**src/hw/rtl/llg_pkg.sv**
```systemverilog
`timescale 1ns / 1ps
// ----------------------------------------------------------------------------
// llg_pkg
// Shared constants, types and codes for the generation-tagged linked LIFO.
// ----------------------------------------------------------------------------
package llg_pkg;

  // Node table depth and generation width
  localparam int NODE_COUNT = 256;
  localparam int NODE_BITS  = $clog2(NODE_COUNT);
  localparam int GEN_BITS   = 32;

  // Fixed field widths
  localparam int KIND_W  = 3;
  localparam int NODE_W  = 8;
  localparam int SIZE_W  = 8;
  localparam int GFLD_W  = 32;

  localparam logic [SIZE_W-1:0] SIZE_MAX = '1;

  // Input tdata: node, expect_gen, expect_size, incr_amount, new_gen
  localparam int IN_NODE_LO  = 0;
  localparam int IN_EGEN_LO  = IN_NODE_LO + NODE_W;
  localparam int IN_ESIZE_LO = IN_EGEN_LO + GFLD_W;
  localparam int IN_INCR_LO  = IN_ESIZE_LO + SIZE_W;
  localparam int IN_NGEN_LO  = IN_INCR_LO + GFLD_W;
  localparam int IN_BITS     = IN_NGEN_LO + GFLD_W;
  localparam int IN_TDATA_W  = ((IN_BITS + 7) / 8) * 8;

  // Output tdata: done_res, node_out, count_out, gen_out, is_empty, size_now, gen_now
  localparam int OUT_BITS    = 1 + NODE_W + SIZE_W + GFLD_W + 1 + SIZE_W + GFLD_W;
  localparam int OUT_TDATA_W = ((OUT_BITS + 7) / 8) * 8;

  typedef enum logic [KIND_W-1:0] {
    K_PUSH            = 3'd0,
    K_POP             = 3'd1,
    K_PUSH_IF_GEN     = 3'd2,
    K_POP_IF_GEN_SIZE = 3'd3,
    K_DETACH_ALL      = 3'd4,
    K_DETACH_OR_ADD   = 3'd5,
    K_DETACH_IF_GEN   = 3'd6,
    K_READ_LINK       = 3'd7
  } llg_kind_t;

  typedef enum logic {
    S_IDLE = 1'b0,
    S_EXEC = 1'b1
  } llg_state_t;

  typedef struct packed {
    logic capture;  // latch the item and start the link read
    logic exec;     // commit the operation and load the result register
  } llg_cmd_t;

endpackage

```
**src/hw/rtl/linked_lifo_with_generation_tag.sv**
```systemverilog
`timescale 1ns / 1ps
// ----------------------------------------------------------------------------
// linked_lifo_with_generation_tag
// Generation-tagged intrusive LIFO over numbered nodes, one atomic step per
// transfer.
//
//   channel  | ports                     | content
//   ---------+---------------------------+-------------------------------------
//   input    | in_tvalid/tready/tdata/   | tuser: kind; tdata: node, expect_gen,
//            | tuser                     | expect_size, incr_amount, new_gen
//   result   | out_tvalid/tready/tdata   | done_res, node_out, count_out, gen_out,
//            |                           | is_empty, size_now, gen_now
//
// Per item, with no overlap: accept and read the node link memory, then commit
// state and the link write-back. The result sits in an output register; the
// next item is accepted while it waits, and its commit holds until the result
// register is taken. Synchronous active-low reset clears top, size, generation
// and the link valid bits, so all links read as none right after reset.
// ----------------------------------------------------------------------------
module linked_lifo_with_generation_tag (
  input  logic                                clk,
  input  logic                                rst_n,
  input  logic                                in_tvalid,
  output logic                                in_tready,
  // [7:0] node, [39:8] expect_gen, [47:40] expect_size,
  // [79:48] incr_amount, [111:80] new_gen
  input  logic [llg_pkg::IN_TDATA_W-1:0]      in_tdata,
  // [2:0] kind
  input  logic [llg_pkg::KIND_W-1:0]          in_tuser,
  output logic                                out_tvalid,
  input  logic                                out_tready,
  // [0] done_res, [8:1] node_out, [16:9] count_out, [48:17] gen_out,
  // [49] is_empty, [57:50] size_now, [89:58] gen_now, rest zero
  output logic [llg_pkg::OUT_TDATA_W-1:0]     out_tdata
);
  import llg_pkg::*;

  llg_cmd_t cmd;

  llg_ctrl u_ctrl (
    .clk        (clk),
    .rst_n      (rst_n),
    .in_tvalid  (in_tvalid),
    .in_tready  (in_tready),
    .out_tvalid (out_tvalid),
    .out_tready (out_tready),
    .cmd        (cmd)
  );

  llg_dp u_dp (
    .clk        (clk),
    .rst_n      (rst_n),
    .cmd        (cmd),
    .in_tdata   (in_tdata),
    .in_tuser   (in_tuser),
    .out_tdata  (out_tdata)
  );

endmodule

```
**src/hw/rtl/llg_ctrl.sv**
```systemverilog
`timescale 1ns / 1ps
// ----------------------------------------------------------------------------
// llg_ctrl
// Sequencer: takes one item, lets its link read register, then commits
// it once the result register is free. Owns the result valid flag.
// ----------------------------------------------------------------------------
module llg_ctrl (
  input  logic               clk,
  input  logic               rst_n,
  input  logic               in_tvalid,
  output logic               in_tready,
  output logic               out_tvalid,
  input  logic               out_tready,
  output llg_pkg::llg_cmd_t  cmd
);
  import llg_pkg::*;

  llg_state_t state_r, state_nxt;
  logic       out_vld_r, out_vld_nxt;
  logic       exec_go;

  assign exec_go = (state_r == S_EXEC) && (!out_vld_r || out_tready);

  always_comb begin
    state_nxt = state_r;
    unique case (state_r)
      S_IDLE: begin
        if (in_tvalid) begin
          state_nxt = S_EXEC;
        end
      end
      S_EXEC: begin
        if (exec_go) begin
          state_nxt = S_IDLE;
        end
      end
      default: state_nxt = S_IDLE;
    endcase
  end

  always_comb begin
    in_tready   = 1'b0;
    cmd.capture = 1'b0;
    cmd.exec    = 1'b0;
    unique case (state_r)
      S_IDLE: begin
        in_tready   = 1'b1;
        cmd.capture = in_tvalid;
      end
      S_EXEC: begin
        cmd.exec = exec_go;
      end
      default: ;
    endcase
  end

  // hold the result until its transfer; a new one can load in the same cycle
  always_comb begin
    out_vld_nxt = out_vld_r;
    if (exec_go) begin
      out_vld_nxt = 1'b1;
    end else if (out_tready) begin
      out_vld_nxt = 1'b0;
    end
  end

  always_ff @(posedge clk) begin
    if (!rst_n) begin
      state_r   <= S_IDLE;
      out_vld_r <= 1'b0;
    end else begin
      state_r   <= state_nxt;
      out_vld_r <= out_vld_nxt;
    end
  end

  assign out_tvalid = out_vld_r;

endmodule

```
**src/hw/rtl/llg_dp.sv**
```systemverilog
`timescale 1ns / 1ps
// ----------------------------------------------------------------------------
// llg_dp
// Datapath: item registers, top/size/generation, the link memory with its
// valid bits, the operation logic and the result register.
// ----------------------------------------------------------------------------
module llg_dp (
  input  logic                                clk,
  input  logic                                rst_n,
  input  llg_pkg::llg_cmd_t                   cmd,
  input  logic [llg_pkg::IN_TDATA_W-1:0]      in_tdata,
  input  logic [llg_pkg::KIND_W-1:0]          in_tuser,
  output logic [llg_pkg::OUT_TDATA_W-1:0]     out_tdata
);
  import llg_pkg::*;

  // link memory; an entry never written since reset reads as no link
  logic [NODE_W-1:0]     mem [NODE_COUNT];
  logic [NODE_COUNT-1:0] vld_r;
  logic [NODE_W-1:0]     rd_data_r;
  logic                  rd_vld_r;
  logic [NODE_BITS-1:0]  rd_addr;
  logic [NODE_W-1:0]     link;

  // item registers
  llg_kind_t             kind_r;
  logic [NODE_W-1:0]     node_r;
  logic [GEN_BITS-1:0]   egen_r;
  logic [SIZE_W-1:0]     esize_r;
  logic [GEN_BITS-1:0]   incr_r;
  logic [GEN_BITS-1:0]   ngen_r;

  // stack state
  logic [NODE_W-1:0]     top_r, top_nxt;
  logic [SIZE_W-1:0]     cnt_r, cnt_nxt;
  logic [GEN_BITS-1:0]   gen_r, gen_nxt;

  // operation results
  logic                  done;
  logic [NODE_W-1:0]     nout;
  logic [SIZE_W-1:0]     cnt_seen;
  logic                  wr_en;
  logic [NODE_BITS-1:0]  wr_addr;
  logic [NODE_W-1:0]     wr_data;
  logic                  node_ok;
  logic                  push_ok;
  logic                  gen_match;
  llg_kind_t             kind_in;

  logic [OUT_TDATA_W-1:0] out_r;

  function automatic logic [NODE_BITS-1:0] to_addr(input logic [NODE_W-1:0] n);
    return NODE_BITS'(n);
  endfunction

  assign kind_in = llg_kind_t'(in_tuser);
  // pops read the top's link, everything else the named node's link
  assign rd_addr = (kind_in == K_POP || kind_in == K_POP_IF_GEN_SIZE) ?
                   to_addr(top_r) : to_addr(in_tdata[IN_NODE_LO +: NODE_W]);

  always_ff @(posedge clk) begin
    if (cmd.capture) begin
      rd_data_r <= mem[rd_addr];
      kind_r    <= kind_in;
      node_r    <= in_tdata[IN_NODE_LO +: NODE_W];
      egen_r    <= GEN_BITS'(in_tdata[IN_EGEN_LO +: GFLD_W]);
      esize_r   <= in_tdata[IN_ESIZE_LO +: SIZE_W];
      incr_r    <= GEN_BITS'(in_tdata[IN_INCR_LO +: GFLD_W]);
      ngen_r    <= GEN_BITS'(in_tdata[IN_NGEN_LO +: GFLD_W]);
    end
    if (cmd.exec && wr_en) begin
      mem[wr_addr] <= wr_data;
    end
  end

  always_ff @(posedge clk) begin
    if (!rst_n) begin
      vld_r    <= '0;
      rd_vld_r <= 1'b0;
    end else begin
      if (cmd.capture) begin
        rd_vld_r <= vld_r[rd_addr];
      end
      if (cmd.exec && wr_en) begin
        vld_r[wr_addr] <= 1'b1;
      end
    end
  end

  assign link      = rd_vld_r ? rd_data_r : '0;
  assign node_ok   = (node_r != '0) && (32'(node_r) < 32'(NODE_COUNT));
  assign push_ok   = node_ok && (link == '0) && (node_r != top_r) && (cnt_r != SIZE_MAX);
  assign gen_match = (gen_r == egen_r);

  always_comb begin
    top_nxt  = top_r;
    cnt_nxt  = cnt_r;
    gen_nxt  = gen_r;
    done     = 1'b0;
    nout     = '0;
    cnt_seen = cnt_r;
    wr_en    = 1'b0;
    wr_addr  = to_addr(node_r);
    wr_data  = top_r;
    unique case (kind_r)
      K_PUSH, K_PUSH_IF_GEN: begin
        if (kind_r == K_PUSH || gen_match) begin
          nout = top_r;
          if (push_ok) begin
            done    = 1'b1;
            wr_en   = 1'b1;
            top_nxt = node_r;
            cnt_nxt = cnt_r + SIZE_W'(1);
          end
        end
      end
      K_POP, K_POP_IF_GEN_SIZE: begin
        if (top_r != '0 &&
            (kind_r == K_POP || (gen_match && cnt_r == esize_r))) begin
          // unlink the old top and retire it
          done    = 1'b1;
          nout    = top_r;
          top_nxt = link;
          wr_en   = 1'b1;
          wr_addr = to_addr(top_r);
          wr_data = '0;
          gen_nxt = gen_r + GEN_BITS'(1);
          cnt_nxt = (cnt_r != '0) ? cnt_r - SIZE_W'(1) : '0;
        end
      end
      K_DETACH_ALL: begin
        if (top_r != '0 || incr_r != '0) begin
          done    = 1'b1;
          nout    = top_r;
          top_nxt = '0;
          cnt_nxt = '0;
          gen_nxt = gen_r + incr_r;
        end
      end
      K_DETACH_OR_ADD: begin
        if (top_r == '0) begin
          gen_nxt  = gen_r + incr_r;
          done     = (incr_r != '0);
          cnt_seen = '0;
        end else begin
          done    = 1'b1;
          nout    = top_r;
          top_nxt = '0;
          cnt_nxt = '0;
        end
      end
      K_DETACH_IF_GEN: begin
        if (gen_match) begin
          done    = 1'b1;
          nout    = top_r;
          top_nxt = '0;
          cnt_nxt = '0;
          gen_nxt = ngen_r;
        end
      end
      K_READ_LINK: begin
        if (node_ok) begin
          nout = link;
        end
        done = (nout != '0);
      end
      default: ;
    endcase
  end

  always_ff @(posedge clk) begin
    if (!rst_n) begin
      top_r <= '0;
      cnt_r <= '0;
      gen_r <= '0;
    end else if (cmd.exec) begin
      top_r <= top_nxt;
      cnt_r <= cnt_nxt;
      gen_r <= gen_nxt;
    end
  end

  always_ff @(posedge clk) begin
    if (cmd.exec) begin
      out_r <= OUT_TDATA_W'({
        gen_nxt[GFLD_W-1:0] & GFLD_W'(gen_nxt),
        cnt_nxt,
        (top_nxt == '0),
        GFLD_W'(gen_r),
        cnt_seen,
        nout,
        done
      });
    end
  end

  assign out_tdata = out_r;

endmodule

```
**config.mk**
```make
export PLATFORM = sky130hd
export DESIGN_NAME = linked_lifo_with_generation_tag
export DESIGN_NICKNAME = d
export VERILOG_FILES = /design/src/hw/rtl/llg_pkg.sv /design/src/hw/rtl/linked_lifo_with_generation_tag.sv /design/src/hw/rtl/llg_ctrl.sv /design/src/hw/rtl/llg_dp.sv
export SDC_FILE = /design/constraint.sdc
export NUM_CORES = 2
export LEC_CHECK = 0
export BUFFER_PORTS_ARGS = -buffer_cell sky130_fd_sc_hd__buf_2
export CAP_MARGIN = 40
export CORE_AREA = 2 2 550 552
export CTS_CLUSTER_DIAMETER = 80
export CTS_CLUSTER_SIZE = 25
export DETAILED_ROUTE_END_ITERATION = 8
export DIE_AREA = 0 0 552 554
export GPL_ROUTABILITY_DRIVEN = 0
export PLACE_DENSITY = 0.51
export RECOVER_POWER = 25
export SETUP_SLACK_MARGIN = 0.02
export SLEW_MARGIN = 10
export SYNTH_ARGS = -nofsm -noshare
export SYNTH_HDL_FRONTEND = slang
export SYNTH_HIERARCHICAL = 1
export SYNTH_SLANG_ARGS = --single-unit
```
**constraint.sdc**
```tcl
create_clock -name clk -period 12.6 [get_ports clk]
set_input_delay 1.89 -clock clk [delete_from_list [all_inputs] [get_ports clk]]
set_output_delay 1.89 -clock clk [all_outputs]
set_load 0.02 [all_outputs]
```
## Word-level counts from Yosys, hierarchy flattened

Memories as Yosys holds them, arrays and structs flattened. A register that Yosys moved wholly into a read port is not among the register bits.
Index checks and enable logic that the tools add are counted.

- Flip-flop bits (word level): 512
- Memories: 1
- RAM bits: 2048
- Word-level logic and storage cells: 122
- Output and inout bits: 98

- Equal/unequal tests: 13
- Reduce and logical (&&, ||, !) cells: 26
- Order comparisons: 3
- Mux-type cells: 58
- Add/sub/neg operators: 4
- Bitwise gates (word level): 3

Memory list:

| memory | words | bits a word | read ports | clocked after Yosys merged registers in | wr ports | line | RTL |
|---|---|---|---|---|---|---|---|
| u_dp.mem | 256 | 8 | 1 | 1 | 1 | llg_dp.sv:18 | `logic [NODE_W-1:0] mem [NODE_COUNT];` |

Operators with widths:

| operator | count |
|---|---|
| $or 256x256->256 | 1 |
| $mux 8 | 28 |
| $mux 32 | 4 |
| $pmux 32 s4 | 1 |
| $pmux 8 s5 | 2 |
| $pmux 8 s6 | 1 |
| $add 32x1->32 const B | 1 |
| $add 32x32->32 | 1 |
| $and 32x32->32 | 1 |
| $eq 32x32->1 | 1 |
| $reduce_bool 32->1 | 1 |
| $reduce_bool 8->1 | 4 |
| $logic_not 8->1 | 3 |
| $lt 8x9->1 const B | 2 |
| $mux 1 | 17 |
| $eq 3x3->1 const B | 4 |
| $eq 3x2->1 const B | 3 |
| $add 8x1->8 const B | 1 |
| $bmux 1 s8 | 1 |
| $demux 1 s8 | 1 |
| $eq 8x8->1 | 1 |
| $ge 8x1->1 const B | 1 |
| $logic_and 1x1->1 | 8 |
| $ne 8x8->1 | 1 |
| 11 further kinds | 18 |

## Depth between registers and ports, before layout

- Depth after elaboration: 11
- Mapped depth: 16

## Hierarchy

Netlist, hierarchy kept.

Modules (own cells, without submodules):

| module | seq. area each (sq um) | cells an instance | area an instance (sq um) | times used |
|---|---|---|---|---|
| llg_dp | 74001.0 | 7191 | 104252.5 | 1 |
| llg_ctrl | 40.0 | 10 | 110.1 | 1 |

## Worst setup path before layout

No wires, ideal clock.

- Path kind: in2reg
- From: in in_tvalid
- To: reg u_dp.rd_vld_r
- Path buffers: 0
- Arrival time: 5832 ps
- Setup time: 337 ps
- Stages: 5
- Setup slack: 6431 ps
- Cells stage by stage: nor2b_2 > nand3_1 > o31ai_1 > and3_1 > a41oi_1

- Word-level cells in the longest chain between the ends: 1

Ends and longest elaborated chain:

| what | line | RTL |
|---|---|---|
| start: declaration | linked_lifo_with_generation_tag.sv:23 | `input logic in_tvalid,` |
| $mux 1 | llg_ctrl.sv:45 | `unique case (state_r)` |
| end signal: assignment | llg_dp.sv:82 | `rd_vld_r <= vld_r[rd_addr];` |
| end: declaration | llg_dp.sv:21 | `logic rd_vld_r;` |

Every way passes these cells.
A chain may end at the register's enable or synchronous reset.

## Final worst setup path

- From: reg u_dp.gen_r[1]
- To: mem u_dp.mem[156][5], data pin

- Word-level cells in the longest chain between the ends: 6

Ends and longest elaborated chain:

| what | line | RTL |
|---|---|---|
| start: declaration | llg_dp.sv:36 | `logic [GEN_BITS-1:0] gen_r, gen_nxt;` |
| start signal: assignment | llg_dp.sv:179 | `gen_r <= gen_nxt;` |
| $eq 32x32->1 | llg_dp.sv:93 | `assign gen_match = (gen_r == egen_r);` |
| $logic_and 1x1->1 | llg_dp.sv:119 | `(kind_r == K_POP \|\| (gen_match && cnt_r == esize_r))) begin` |
| $logic_or 1x1->1 | llg_dp.sv:119 |  |
| $logic_and 1x1->1 | llg_dp.sv:118 | `if (top_r != '0 &&` |
| $mux 8 | llg_dp.sv:118 |  |
| $mux 8 | llg_dp.sv:105 | `unique case (kind_r)` |
| via u_dp.wr_data[5] | llg_dp.sv:44 | `logic [NODE_W-1:0] wr_data;` |
| end: declaration | llg_dp.sv:18 |  |

The timed path passes the listed nets, and every way through them passes these cells.

==> results.tsv <==
stage	metric	value	unit
drt	Iteration-0 DRC Markers	9312	
status	failing checks	capacitance limit, slew limit	
clocking	total CTS buffers	143	
yosys	EDFF count, synth	2261	
setup_path	Critical Path End Type	flop	
drt	Via-to-Cell Ratio	5.82	
layout	final net count	7613	
clocking	CTS root buf	clkbuf_16	
global_route	largest net degree at the start of global routing	191	
layout	synth-to-layout area growth	11.3	%
timing	RSZ-0062 raised after global routing	no	
floorplan	Die ar.	0.306	mm2
drt	DRC	0	
status	outcome	finished with violations	
global_route	first-pass GRT wire length	494000	um
timing	clk_skew	0.0769	ns
drt	Post-DRT Antenna Nets	0	
timing	Final setup viols	0	
global_route	antenna violations before repair	22	
clocking	CTS sink cnt	2568	
timing	Slew Limit Fails	926	
yosys	top_reg_cell synth	edfxtp_1	
setup_path	CP startpoint kind	flop	
drt	via count	67000	
timing	Worst Tran Pin Value	4.52	ns
placed_design	Setup WS pre-CTS	5.00	ns
drt	WL met3	32000	um
yosys	top post-synthesis cells by area	edfxtp_1, mux4_2, dfxtp_1	
layout	commonest non-fill, non-tap cells in the layout	edfxtp_1, nand2_1, nand3_1	
timing	Slew Limit Headroom	-2.01	
clocking	Worst-Skew Late Latency	0.90	ns
yosys	syn avg cell area	14.5	um2
timing	final hold vios	0	
timing	worst setup margin	3.10	ns
clocking	post-CTS sizing	0	
layout	commonest non-fill, non-tap cell in the layout	edfxtp_1	
timing	Max Clk Rate	105	MHz
global_route	GRT Resource Usage Total	0.223	
yosys	asr flop ratio synth	0	
floorplan	die height	554	um
yosys	count of state elements after synthesis	2568	
clocking	postcts setup bufs	0	
yosys	sequential area share after synthesis	0.709	
floorplan	Core Footprint	0.299	mm2
power	PD cells	138	mW/mm2
yosys	Cells after Synth	7201	
placed_design	IO buf count	210	
power	LEAKAGE	37.9	nW
setup_path	Worst EP arrival	9.96	ns
global_route	number of global-route vias before repair	63100	
setup_path	critical path start-end classification	reg -> reg	
drt	Top Metal Used	met5	
yosys	Cell Area, Synth	0.104	mm2
hold_path	worst hold path type	reg -> reg	
yosys	yosys warns	6	
clocking	Max H-tree Level	4	
global_route	grt total ovfl	0	
layout	share of cells above drive strength 1	0.137	
drt	WL met2	162000	um
timing	final worst path period share	0.754	
layout	Final Util	0.388	
yosys	Synth area leader	edfxtp_1	
clocking	clock slew at reported path FFs	0.09	ns
floorplan	starting density of the core	0.349	
drt	Post-Route WL	352000	um
floorplan	IO Count	217	
layout	finished layout cell area	0.116	mm2
power	VDD IR max	0.104	mV
clocking	Max Buffers Root-to-Sink	4	
timing	Min Hold Slack	0.455	ns
clocking	CTS tree	done	
clocking	cts hold-fix bufs	0	
placed_design	Post-Place Cell Area	0.112	mm2
timing	post-route minimum period	9.50	ns
run	MaxCap Viol Count	19	
placed_design	DPL Wire Length	222000	um
setup_path	Max FO, Critical Path	74	
yosys	area fraction of the dominant cell type after synthesis	0.651	
drt	1st-pass router iterations	8	
yosys	Yosys cell types	99	
drt	Metal-1 WL	147000	um
floorplan	row cnt	201	
floorplan	Die Wd	552	um
drt	WL per Instance	30.6	um
timing	Setup TNS	0	ns
setup_path	Required @ worst endpoint	13.06	ns
flip-flops by register name, summed over array words and instances (netlist names):
register           cells
u_dp/ngen_r           32
u_ctrl/out_tvalid      1
u_dp/esize_r           8
u_dp/out_tdata        90
u_dp/kind_r            3
u_dp/rd_data_r         8
u_dp/incr_r           32
u_dp/cnt_r             8
u_dp/vld_r           256
u_dp/gen_r            32
u_dp/mem            2048
u_dp/rd_vld_r          1
u_dp/node_r            8
u_ctrl/state_r         1
u_dp/top_r             8
u_dp/egen_r           32
worst max-delay path, cell delays in order, from the launching register on:
cell	delay [ns]
dfxtp_1	0.32
clkbuf_1	0.59
xor2_1	0.14
nor4_1	0.33
nand4_1	0.70
o31ai_1	1.95
nand2_1	1.41
and2_0	1.31
clkbuf_1	1.31
buf_4	0.82
synth_stat cells, types with 26 or more instances:
cell type	count
a32oi_1	60
edfxtp_1	2261
and3_1	67
a22o_1	174
nand3_1	413
a211oi_1	42
mux2i_1	169
ha_1	35
buf_2	147
nand2b_1	28
o21ai_0	145
xor2_1	57
clkbuf_1	244
o2111ai_1	33
o31ai_1	68
mux4_2	284
buf_4	34
a31oi_1	126
dfxtp_1	307
a21oi_1	125
inv_1	32
a22oi_1	32
and2_1	34
a221oi_1	26
buf_1	59
nand2_1	1270
nor4_1	32
nor3_1	33
nor2_1	426
nand4_1	84
per-stage QoR:
stage               total power, mW  cells
floorplan                      10.3   7214
global placement               10.9  11100
detailed placement             10.9  11300
CTS                            16.2  11500
global route                   16.5  11500
finish                         16.1  11500
report_power, final:
| part | switching [mW] | total (mW) | leakage, nW | internal (mW) |
|---|---|---|---|---|
| clock | 2.97 | 5.35 | 2.22 | 2.38 |
| sequential | 0.0721 | 9.34 | 23.8 | 9.26 |
| combinational | 0.998 | 1.40 | 11.9 | 0.401 |
| total | 4.04 | 16.1 | 37.9 | 12.0 |
layout make-up:
cell class	instances	area, um2
antenna	7	17.5
timing repair buffer	591	4240
fill	27800	183000
sequential	2568	74000
clock inverter	71	821
multi-input combinational	4122	28200
inverter	32	120
tap	3958	4950
clock buffer	162	3780
path summary, 6_finish.rpt:
path	from	end	slack, ns	depth (start not counted)
max	u_dp/gen_r[1]	u_dp/mem[156][5]	3.10	9
min	u_dp/vld_r[206]	u_dp/vld_r[206]	0.45	2
max reg2reg	u_dp/gen_r[1]	u_dp/mem[156][5]	3.10	9
min reg2reg	u_dp/vld_r[206]	u_dp/vld_r[206]	0.45	2
metal layers:
layer | global-route usage | up-vias
li1 | - | 28100
met1 | 0.314 | 34900
met2 | 0.351 | 3460
met3 | 0.0404 | 472
met4 | 0.0649 | 6
met5 | 0 | -
cells by family (layout without fill, tap and decap cells):
logic type,Yosys count,after routing,share of synthesized area
AO/OA/AOI/OAI,1084,1084,0.0766
XOR/XNOR,73,73,0.00613
AND/OR/NAND/NOR,2451,2451,0.102
adder cells (fa/ha/maj),36,36,0.00439
other,1,21,0.0000359
multiplexers,464,464,0.0788
buffers and inverters,524,856,0.0224
flip-flops,2568,2568,0.709
Power figures use the tool's default switching activity.
